[config.mk]
export PLATFORM = sky130hd
export DESIGN_NAME = eicc_ctrl
export DESIGN_NICKNAME = d
export VERILOG_FILES = /design/src/rtl/eicc_pkg.sv /design/src/rtl/eicc_ctrl.sv
export SDC_FILE = /design/constraint.sdc
export NUM_CORES = 1
export LEC_CHECK = 0
export ABC_CLOCK_PERIOD_IN_PS = 2800
export BUFFER_PORTS_ARGS = -buffer_cell sky130_fd_sc_hd__buf_2
export CAP_MARGIN = 15
export CORE_ASPECT_RATIO = 1.2
export CORE_MARGIN = 10
export CORE_UTILIZATION = 40
export CTS_CLUSTER_DIAMETER = 120
export CTS_CLUSTER_SIZE = 12
export DETAILED_ROUTE_END_ITERATION = 10
export PLACE_DENSITY = 0.66
export SYNTH_ARGS = -nofsm -noshare
export SYNTH_HDL_FRONTEND = slang
export SYNTH_SLANG_ARGS = --single-unit
[constraint.sdc]
create_clock -name clk -period 2.8 [get_ports clk]
set_input_delay 0.56 -clock clk [delete_from_list [all_inputs] [get_ports clk]]
set_output_delay 0.56 -clock clk [all_outputs]
set_load 0.05 [all_outputs]
[src/rtl/eicc_pkg.sv]
// eicc_pkg: shared types and constants of the event interval clash counter
// request codes, config register indexes, entry layout, controller/datapath structs
// no dependencies
package eicc_pkg;

  localparam int DEF_TABLE_DEPTH = 128;

  localparam int START_W = 32;
  localparam int DUR_W   = 16;
  localparam int FLAGS_W = 8;
  localparam int ENTRY_W = START_W + DUR_W + 1 + FLAGS_W;
  localparam int SUM_W   = START_W + 1;

  localparam int REQ_W   = 2;
  localparam int IDX_W   = 7;
  localparam int COUNT_W = 13;
  localparam int ECNT_W  = 8;
  localparam int GRACE_W = 11;
  localparam int CFG_IDX_W  = 2;
  localparam int CFG_DATA_W = 11;

  localparam logic [COUNT_W-1:0] COUNT_MAX = '1;

  typedef enum logic [REQ_W-1:0] {
    REQ_WRITE = 2'd0,
    REQ_ONE   = 2'd1,
    REQ_PAIRS = 2'd2,
    REQ_NONE  = 2'd3
  } req_t;

  typedef enum logic [CFG_IDX_W-1:0] {
    CFG_EVENT_COUNT = 2'd0,
    CFG_GRACE       = 2'd1,
    CFG_FLAG_MASK   = 2'd2,
    CFG_UNUSED      = 2'd3
  } cfg_reg_t;

  typedef struct packed {
    logic load_req;
    logic rd_a;
    logic rd_a_from_i;
    logic latch_a;
    logic i_init;
    logic i_inc;
    logic j_init_zero;
    logic j_init_next;
    logic j_inc;
    logic rd_b;
    logic load_out;
  } cmd_t;

  typedef struct packed {
    req_t req;
    logic idx_ok;
    logic n_zero;
    logic i_last;
    logic j_last;
    logic a_cand;
    logic out_free;
  } status_t;

endpackage

[src/rtl/eicc_ctrl.sv]
// eicc_ctrl: sequencing state machine of the clash counter
// drives datapath commands from status; uses eicc_pkg
module eicc_ctrl
  import eicc_pkg::*;
(
  input  logic    clk,
  input  logic    rst,
  input  logic    in_valid,
  output logic    in_stall,
  input  status_t sts,
  output cmd_t    cmd
);

  typedef enum logic [8:0] {
    S_IDLE    = 9'b000000001,
    S_DECODE  = 9'b000000010,
    S_A_RD    = 9'b000000100,
    S_A_LATCH = 9'b000001000,
    S_A_CHK   = 9'b000010000,
    S_SCAN    = 9'b000100000,
    S_DRAIN   = 9'b001000000,
    S_NEXT_I  = 9'b010000000,
    S_FINISH  = 9'b100000000
  } state_t;

  state_t state, state_next;

  assign in_stall = (state != S_IDLE);

  always_ff @(posedge clk) begin
    if (rst) begin
      state <= S_IDLE;
    end else begin
      state <= state_next;
    end
  end

  always_comb begin
    state_next = state;
    cmd = '0;
    unique case (state)
      S_IDLE: begin
        if (in_valid) begin
          cmd.load_req = 1'b1;
          state_next   = S_DECODE;
        end
      end
      S_DECODE: begin
        priority if (sts.req == REQ_ONE) begin
          state_next = sts.idx_ok ? S_A_RD : S_FINISH;
        end else if (sts.req == REQ_PAIRS) begin
          cmd.i_init = 1'b1;
          state_next = sts.n_zero ? S_FINISH : S_A_RD;
        end else begin
          state_next = S_FINISH;
        end
      end
      S_A_RD: begin
        cmd.rd_a        = 1'b1;
        cmd.rd_a_from_i = (sts.req == REQ_PAIRS);
        state_next      = S_A_LATCH;
      end
      S_A_LATCH: begin
        cmd.latch_a = 1'b1;
        state_next  = S_A_CHK;
      end
      S_A_CHK: begin
        priority if (sts.req == REQ_ONE) begin
          if (!sts.a_cand || sts.n_zero) begin
            state_next = S_FINISH;
          end else begin
            cmd.j_init_zero = 1'b1;
            state_next      = S_SCAN;
          end
        end else begin
          if (!sts.a_cand || sts.i_last) begin
            state_next = S_NEXT_I;
          end else begin
            cmd.j_init_next = 1'b1;
            state_next      = S_SCAN;
          end
        end
      end
      S_SCAN: begin
        cmd.rd_b  = 1'b1;
        cmd.j_inc = 1'b1;
        if (sts.j_last) begin
          state_next = S_DRAIN;
        end
      end
      S_DRAIN: begin
        state_next = (sts.req == REQ_ONE) ? S_FINISH : S_NEXT_I;
      end
      S_NEXT_I: begin
        if (sts.i_last) begin
          state_next = S_FINISH;
        end else begin
          cmd.i_inc  = 1'b1;
          state_next = S_A_RD;
        end
      end
      S_FINISH: begin
        if (sts.out_free) begin
          cmd.load_out = 1'b1;
          state_next   = S_IDLE;
        end
      end
      default: begin
        state_next = S_IDLE;
      end
    endcase
  end

endmodule

==> Word level (Yosys, flattened, before mapping) <==
Cells that the tools add are included.
{ "totals": {"wordCells": 50, "register_bits": 9, "inputBits": 11, "output_inout_bits": 12} }
{ "classes": {"reduce_logical": 4, "eq_ne": 15, "mux": 30} }
{ "ops": {"columns": ["operator", "count"], "rows": [
  ["$mux W9", 11],
  ["$pmux W9 S9", 1],
  ["$mux W1", 14],
  ["$eq A9 B1 Y1 const B", 1],
  ["$eq A9 B2 Y1 const B", 1],
  ["$eq A9 B3 Y1 const B", 1],
  ["$eq A9 B4 Y1 const B", 1],
  ["$eq A9 B5 Y1 const B", 1],
  ["$eq A9 B6 Y1 const B", 1],
  ["$eq A9 B7 Y1 const B", 1],
  ["$eq A9 B8 Y1 const B", 1],
  ["$eq A9 B9 Y1 const B", 1],
  ["$ne A9 B1 Y1 const B", 1],
  ["$mux W8", 1],
  ["$mux W2", 3],
  ["$ne A2 B2 Y1 const B", 3],
  ["$reduce_and A3 Y1", 1],
  ["$eq A2 B1 Y1 const B", 1],
  ["$eq A2 B2 Y1 const B", 1],
  ["$logic_or A1 B1 Y1", 2],
  ["$logic_not A1 Y1", 1]
]} }

==> Logic depth before layout (Yosys ltp) <==
Gate-level depths: netlist (run 1).
{ "depth": {"word_depth": 5, "mapped_depth": 6, "mapped_depth_nobuf": 5} }

==> Worst setup path after synthesis (run 1) <==
OpenSTA, ideal clock, no wires.
{ "synth_path": {"path_kind": "register to output", "startpoint": "register state[4]", "endpoint": "output port cmd[10] (netlist bit)", "stages_incl_launch_ff": 5, "n_path_buf": 0, "t_arrival_ps": 2177, "path_slack_ps": 63, "cell_sequence": "dfxtp_1 nor4_2 and2b_2 nand3_1 nor2_1"} }
{ "synth_rtl": {"columns": ["item", "line_no", "source"], "rows": [
  ["start, declared", "eicc_ctrl.sv:26", "state_t state, state_next;"],
  ["start signal, assigned", "eicc_ctrl.sv:34", "state <= state_next;"],
  ["end, declared", "eicc_ctrl.sv:11", "output cmd_t cmd"]
]} }

==> results.md, run 1 <==
- Leak Pwr: 0.3852 nW
- Wirelength, routed: 1.798 mm
- Drt via density: 5.546
- Clk_lat worst skew: ~270 ps
- Part of the Yosys area used for sequential elements: 0.2702
- Die W: 57.28 µm
- Syn Inst Count: 89
- Worst hold path class: primary input to register
- Crit path capture type: primary output
- Pre-CTS setup slack: 704.5 ps
- Syn. warnings: 0
- Registers with the most flip-flops: state x9
- HPWL after detailed placement: 1.472 mm
- Final setup fails: 0
- Combinational power share: 0.377
- Largest buffer count on any clock path: 2
- Final non-filler cell area: approximately 810 µm²
- Post-detailed-route DRC marker count: 0
- Clock tree from TritonCTS: yes
- Share of layout cells above drive strength 1: 0.2857
- Number of clock sinks: 9
- Root buffer cell: clkbuf_4
- Drt wl/cell: 13.83 µm
- GRT Util Overall: 0.09365
- Count of buffers added by post-CTS timing repair for setup: 0
- Initial antenna violation count: 0
- Final core utilization: 0.5055
- Antenna diode count: 0
- Power per standard cell area: approximately 530 nW/µm²
- Initial core utilization: 0.4164
- Max-Cap Viols: 0
- Number of nets in the finished design: ~120
- Largest fanout on the critical path: 6
- Port buffer count: 22
- Post-route insts no fill: 130
- Largest net degree at the start of global routing: 10
- Synthesis-stage register bit count: 9
- Number of global-route vias before repair: 707
- Total Power: 0.4306 mW
- Via total after detailed routing: 721
- Data required time of the worst path: 2240 ps
- Most used cells in the layout excluding fill and tap cells: 22 x buf_2, 16 x nor2_1, 9 x dfxtp_1
- Status: complete, no violations
- Cell variety after synth: 42
- Overall die area: 3707 µm²
- Std-Cell Core Area: approximately 1600 µm²
- Post-CTS Resized: 0
- Hold buffer count at cts: 0
- Unrepaired setup endpoints after global routing: no
- CTS Buf Count: 3
- Global route total overflow: 0
- Period utilisation layout: 0.8628
- Violation count after the first detailed-routing iteration: 36
- Flip-flop count of the largest register, all copies and words added: 9
- Critical path class: register to primary output
- Fmax: 413.9 MHz
- Total net switching power: 0.1803 mW
- Max-slew violation count: 0
- Final critical-path setup slack: slightly below 400 ps
- Switching power share of the total: 0.4188
- Most common cell after layout, fill and taps aside: buf_2
- Area growth from synthesis to layout: 21.39%
- Placement row count: 16
- Internal power summed over all cells: 0.2502 mW
- Global-route wire length before repair: 2.891 mm
- Synthesized area per cell: approximately 7.5 µm²
- Die span in y: 64.73 µm
- Slew of the pin with the lowest slew margin: 483.1 ps
- H-tree level count: 1
- Area of placed instances: 783.3 µm²
- Reg with most FFs: state
- Summed instance area of the synthesized netlist: 666.9 µm²
- Global placement routability congestion: 0.8110
- Peak supply drop: 0.2799 mV
- Top-level port count: 23
- Hold Vio Cnt, Final: 0
- Post-synthesis net count: 100
- Worst hold margin: about 550 ps
- Total instance count after detailed placement: 126
- Relative contribution of sequential cells to total power: 0.375
- Startpoint type of the worst setup path: register
- Number of nets with antenna violations after detailed routing: 0
- Aggregate negative setup slack: 0 ps
- TritonRoute pass-1 iters: 4
- Clock skew after layout: between 1 and 1.5 ps
- Clock share of power: 0.248
- Clock-pin slew on the worst setup and hold paths: 60 ps
- Critical Path AT: 1860 ps
- Worst relative slew slack: 0.6755
- Time the worst path needs with I/O delays and setup: 2416 ps
## synthesized netlist by cell type, drive strengths merged
| cell | n | area (µm²) |
|---|---|---|
| a41oi | 1 | 8.760 |
| o21bai | 1 | 7.510 |
| o211ai | 1 | 7.510 |
| or2 | 1 | 6.260 |
| a2111oi | 1 | 15.01 |
| xor2 | 2 | 17.52 |
| o21ai | 3 | 15.01 |
| and2 | 1 | 6.260 |
| nor2b | 1 | 6.260 |
| a211o | 2 | 18.77 |
| and4 | 1 | 8.760 |
| clkbuf | 1 | 3.750 |
| nand2 | 6 | 22.52 |
| nor4 | 2 | 18.77 |
| dfxtp | 9 | 180.2 |
| nand3b | 1 | 7.510 |
| nand4 | 2 | 12.51 |
| and4b | 1 | 10.01 |
| a21oi | 4 | 20.02 |
| nor3b | 4 | 30.03 |
| nand3 | 2 | 10.01 |
| or4 | 1 | 7.510 |
| a21boi | 1 | 7.510 |
| and2b | 2 | 17.52 |
| o31ai | 1 | 7.510 |
| and3 | 1 | 6.260 |
| inv | 6 | 22.52 |
| a211oi | 1 | 7.510 |
| a22oi | 1 | 7.510 |
| buf | 2 | 12.51 |
| nand4b | 1 | 8.760 |
| nor4bb | 1 | 10.01 |
| nor2 | 16 | 60.06 |
| nand2b | 2 | 12.51 |
| o211a | 1 | 10.01 |
| nor3 | 5 | 36.29 |
## worst max-delay path: stages (launching register included)
cell and delay (ps):
dfxtp_1 360, nor4_2 390, and2b_2 260, nand4b_1 160, nor2_1 140, buf_2 270
## worst paths after layout
path	startpoint	to	slack, ps	depth (start not counted)
setup / recovery	state[5]	cmd[8]	380	5
hold / removal	rst	state[5]	550	2
setup reg to reg	state[1]	state[4]	1340	4
hold reg to reg	state[0]	state[1]	610	2
## layer usage
metal / part of all wire / GRT usage / vias to the layer above
met5: 0 / 0 / -
met4: 0.028 / 0.05294 / 0
met3: 0.066 / 0.02729 / 7
met2: 0.44 / 0.1454 / 28
met1: 0.46 / 0.1114 / 316
li1: - / - / 370
## cells by family (layout without fill, tap and decap cells)
kind of cell	count (synthesis)	in the layout	share of synthesized area
buffers and inverters	9	32	0.05815
and+or+nand+nor	51	51	0.4466
xor gates and xnor gates	2	2	0.02627
AOI/OAI and AO/OA	18	18	0.1989
DFF	9	9	0.2702
## power by group through the flow
stage,clock (mW),combinational [mW],sequential (mW)
finish,0.107,0.162,0.161
global route,0.109,0.182,0.164
CTS,0.106,0.164,0.161
detailed placement,0,0.163,0.164
global placement,0,0.164,0.164
floorplan,0,0.147,0.144
## final cells by class
cell class / count / area (µm²)
fill: 159 / 792.0
clock buffer: 4 / 26.28
multi-input combinational: 71 / 447.9
tap: 18 / 22.52
timing repair buffer: 22 / 110.1
sequential: 9 / 180.2
inverter: 6 / 22.52
No activity file was read; power rests on OpenSTA's default activity.
==> inputs of run 2 (changes only) <==
--- a/config.mk
+++ b/config.mk
@@ -5,6 +5,7 @@
 export SDC_FILE = /design/constraint.sdc
 export NUM_CORES = 1
 export LEC_CHECK = 0
+export ABC_AREA = 1
 export ABC_CLOCK_PERIOD_IN_PS = 2800
 export BUFFER_PORTS_ARGS = -buffer_cell sky130_fd_sc_hd__buf_2
 export CAP_MARGIN = 15
@@ -14,7 +15,6 @@
 export CTS_CLUSTER_DIAMETER = 120
 export CTS_CLUSTER_SIZE = 12
 export DETAILED_ROUTE_END_ITERATION = 10
-export PLACE_DENSITY = 0.66
 export SYNTH_ARGS = -nofsm -noshare
 export SYNTH_HDL_FRONTEND = slang
 export SYNTH_SLANG_ARGS = --single-unit
==> results.md, run 2 <==
- Status: complete, no violations
- Peak supply drop: a little over 0.3 mV
- HPWL after detailed placement: 1.649 mm
- Critical path class: register to primary output
- Synthesized area per cell: 6.226 µm²
- Slew of the pin with the lowest slew margin: 258.1 ps
- Critical Path AT: 1560 ps
- Time the worst path needs with I/O delays and setup: around 2100 ps
- Slack of the worst reg-to-reg path: ~1500 ps
- Clock-pin slew on the worst setup and hold paths: 60 ps
- Reg with most FFs: state
- Die W: 60.11 µm
- Global placement routability congestion: 0.8432
- Count of buffers added by post-CTS timing repair for setup: 0
- Multi-input gate area: about 500 µm²
- Syn. warnings: 0
- Max-Cap Viols: 0
- Largest net degree at the start of global routing: 7
- Clock skew after layout: between 1.5 and 2 ps
- Violation count after the first detailed-routing iteration: 9
- Leak Pwr: roughly 0.55 nW
- Unrepaired setup endpoints after global routing: no
- Dominant combinational cell family by area after synthesis: simple AND/OR/NAND/NOR gates
- Clk_lat worst skew: 270 ps
- Syn Inst Count: 124
- Number of clock sinks: 9
- Data required time of the worst path: 2240 ps
- Post-synthesis net count: 135
- Synth top area share: 0.2334
- Adder and majority cell fraction of the synthesized area: 0
- Final critical-path setup slack: just under 700 ps
- Die span in y: 68.13 µm
- Std-Cell Core Area: 1829 µm²
- Hold Vio Cnt, Final: 0
- Startpoint of the lowest-slack register-to-register path: state[6]
- Largest fanout on the critical path: 4
- Antenna diode count: 0
- Initial antenna violation count: 0
- Root buffer cell: clkbuf_4
- Crit path capture type: primary output
- GRT Util Overall: 0.09580
- Max-slew violation count: 0
- Most used cells in the layout excluding fill and tap cells: 26 x nand2_1, 23 x nor2_1, 22 x buf_2
- Share of layout cells above drive strength 1: 0.3423
- Post-detailed-route DRC marker count: 0
- Flip-flop count of the largest register, all copies and words added: 9
- Worst hold margin: 543.2 ps
- Part of the Yosys area used for sequential elements: 0.2334
- EDFF count, synth: 0
- Number of global-route vias before repair: 754
- Overall die area: just over 4000 µm²
- Filler instances: about 200
- Area growth from synthesis to layout: 21.23%
- Cell variety after synth: 24
- Drt via density: about 4.8
- FF-to-FF path depth: 10
- Registers with the most flip-flops: state x9
- TritonRoute pass-1 iters: 4
- Final setup fails: 0
- Area taken by flip-flops and latches: 180.2 µm²
- Multiplexer share of the synthesized area: 0
- Final core utilization: 0.5116
- Wirelength, routed: 1.905 mm
- End of the worst register-to-register path: state[0]
- Largest buffer count on any clock path: 2
- Worst hold path class: primary input to register
- Crit path capture: cmd[8]
- H-tree level count: 1
- Global-route wire length before repair: between 3 and 4 mm
- Synthesis-stage register bit count: 9
- Most frequent cell after synthesis: nand2_1
- Leading post-synthesis cells by cell area: dfxtp_1 23%, nand2_1 13%, nor2_1 11%
- Period utilisation layout: 0.7564
- Post-CTS Resized: 0
- Worst Setup SP: state[6]
- Summed instance area of the synthesized netlist: 772.0 µm²
- Area fraction in compound gates after synthesis: 0.03890
- Global route total overflow: 0
- Share of synthesized registers carrying an async set or reset: 0
- Initial core utilization: 0.4220
- Power per standard cell area: approximately 520 nW/µm²
- Number of nets with antenna violations after detailed routing: 0
- Pre-CTS setup slack: 813.9 ps
- Port buffer count: 22
- Area fraction in and, or, nand and nor cells after synthesis: 0.5916
- Aggregate negative setup slack: 0 ps
- Top-level port count: 23
- Placement row count: 17
- Post-synth top cells: 26 x nand2_1, 23 x nor2_1, 20 x inv_1, 9 x dfxtp_1
- Fmax: 472.1 MHz
- Leading area contributor after synthesis: dfxtp_1
- Drt wl/cell: 11.34 µm
- Worst relative slew slack: 0.8291
- Number of nets in the finished design: 161
- Clock tree from TritonCTS: yes
- CTS Buf Count: 3
- Most common cell after layout, fill and taps aside: nand2_1
- Hold buffer count at cts: 0
- Commonest register cell after synthesis: dfxtp_1
- Synthesized-area fraction occupied by xor and xnor cells: 0
- Via total after detailed routing: 800
- Startpoint type of the worst setup path: register
run 2: layer usage:
metal	up-vias	wire, µm	track usage
met5	-	0	0
met4	0	28	0.05899
met3	3	161	0.02593
met2	28	802	0.1495
met1	336	912	0.1133
li1	433	-	-
run 2: power breakdown:
group          switching [mW]  internal, mW  total (mW)
clock network          0.0499        0.0552       0.105
logic                   0.157        0.0682       0.225
registers              0.0140         0.139       0.153
total                   0.221         0.262       0.483
run 2: worst min-delay path by stage:
stage / startpoint / endpoint / depth (start not counted)
5_1_grt: rst / state[3] / 2
6_report: rst / state[7] / 2
3_3_place_gp: state[0] / state[0] / 4
4_1_cts: rst / state[7] / 2
2_1_floorplan: state[0] / state[0] / 4
3_5_place_dp: state[0] / state[0] / 4
run 2: cells by family (layout without fill, tap and decap cells):
| family | count (synthesis) | in the layout |
|---|---|---|
| AO/OA/AOI/OAI | 5 | 5 |
| buffers and inverters | 25 | 50 |
| flip-flops | 9 | 9 |
| AND/OR/NAND/NOR | 85 | 85 |
run 2: critical path: stages (launching register included):
cell and delay [ps]:
dfxtp_1 340, nor2_4 130, nand3_1 160, nor2_1 180, inv_1 90, nor3_2 100
buf_2 280
run 2: stage by stage:
stage,power [mW],std cells,cell area (µm²)
after detailed placement,0.3822,164,909.6
after CTS,0.4874,168,935.9
after floorplan,0.3333,124,783.3
final,0.4833,168,935.9
after global placement,0.3796,164,909.6
after global routing,0.5162,168,935.9
run 2: final cells by class:
class	instances	area share
sequential	9	0.1925
inverter	24	0.1043
clock buffer	4	0.02807
tap	19	0.02540
multi-input combinational	90	0.5321
timing repair buffer	22	0.1176
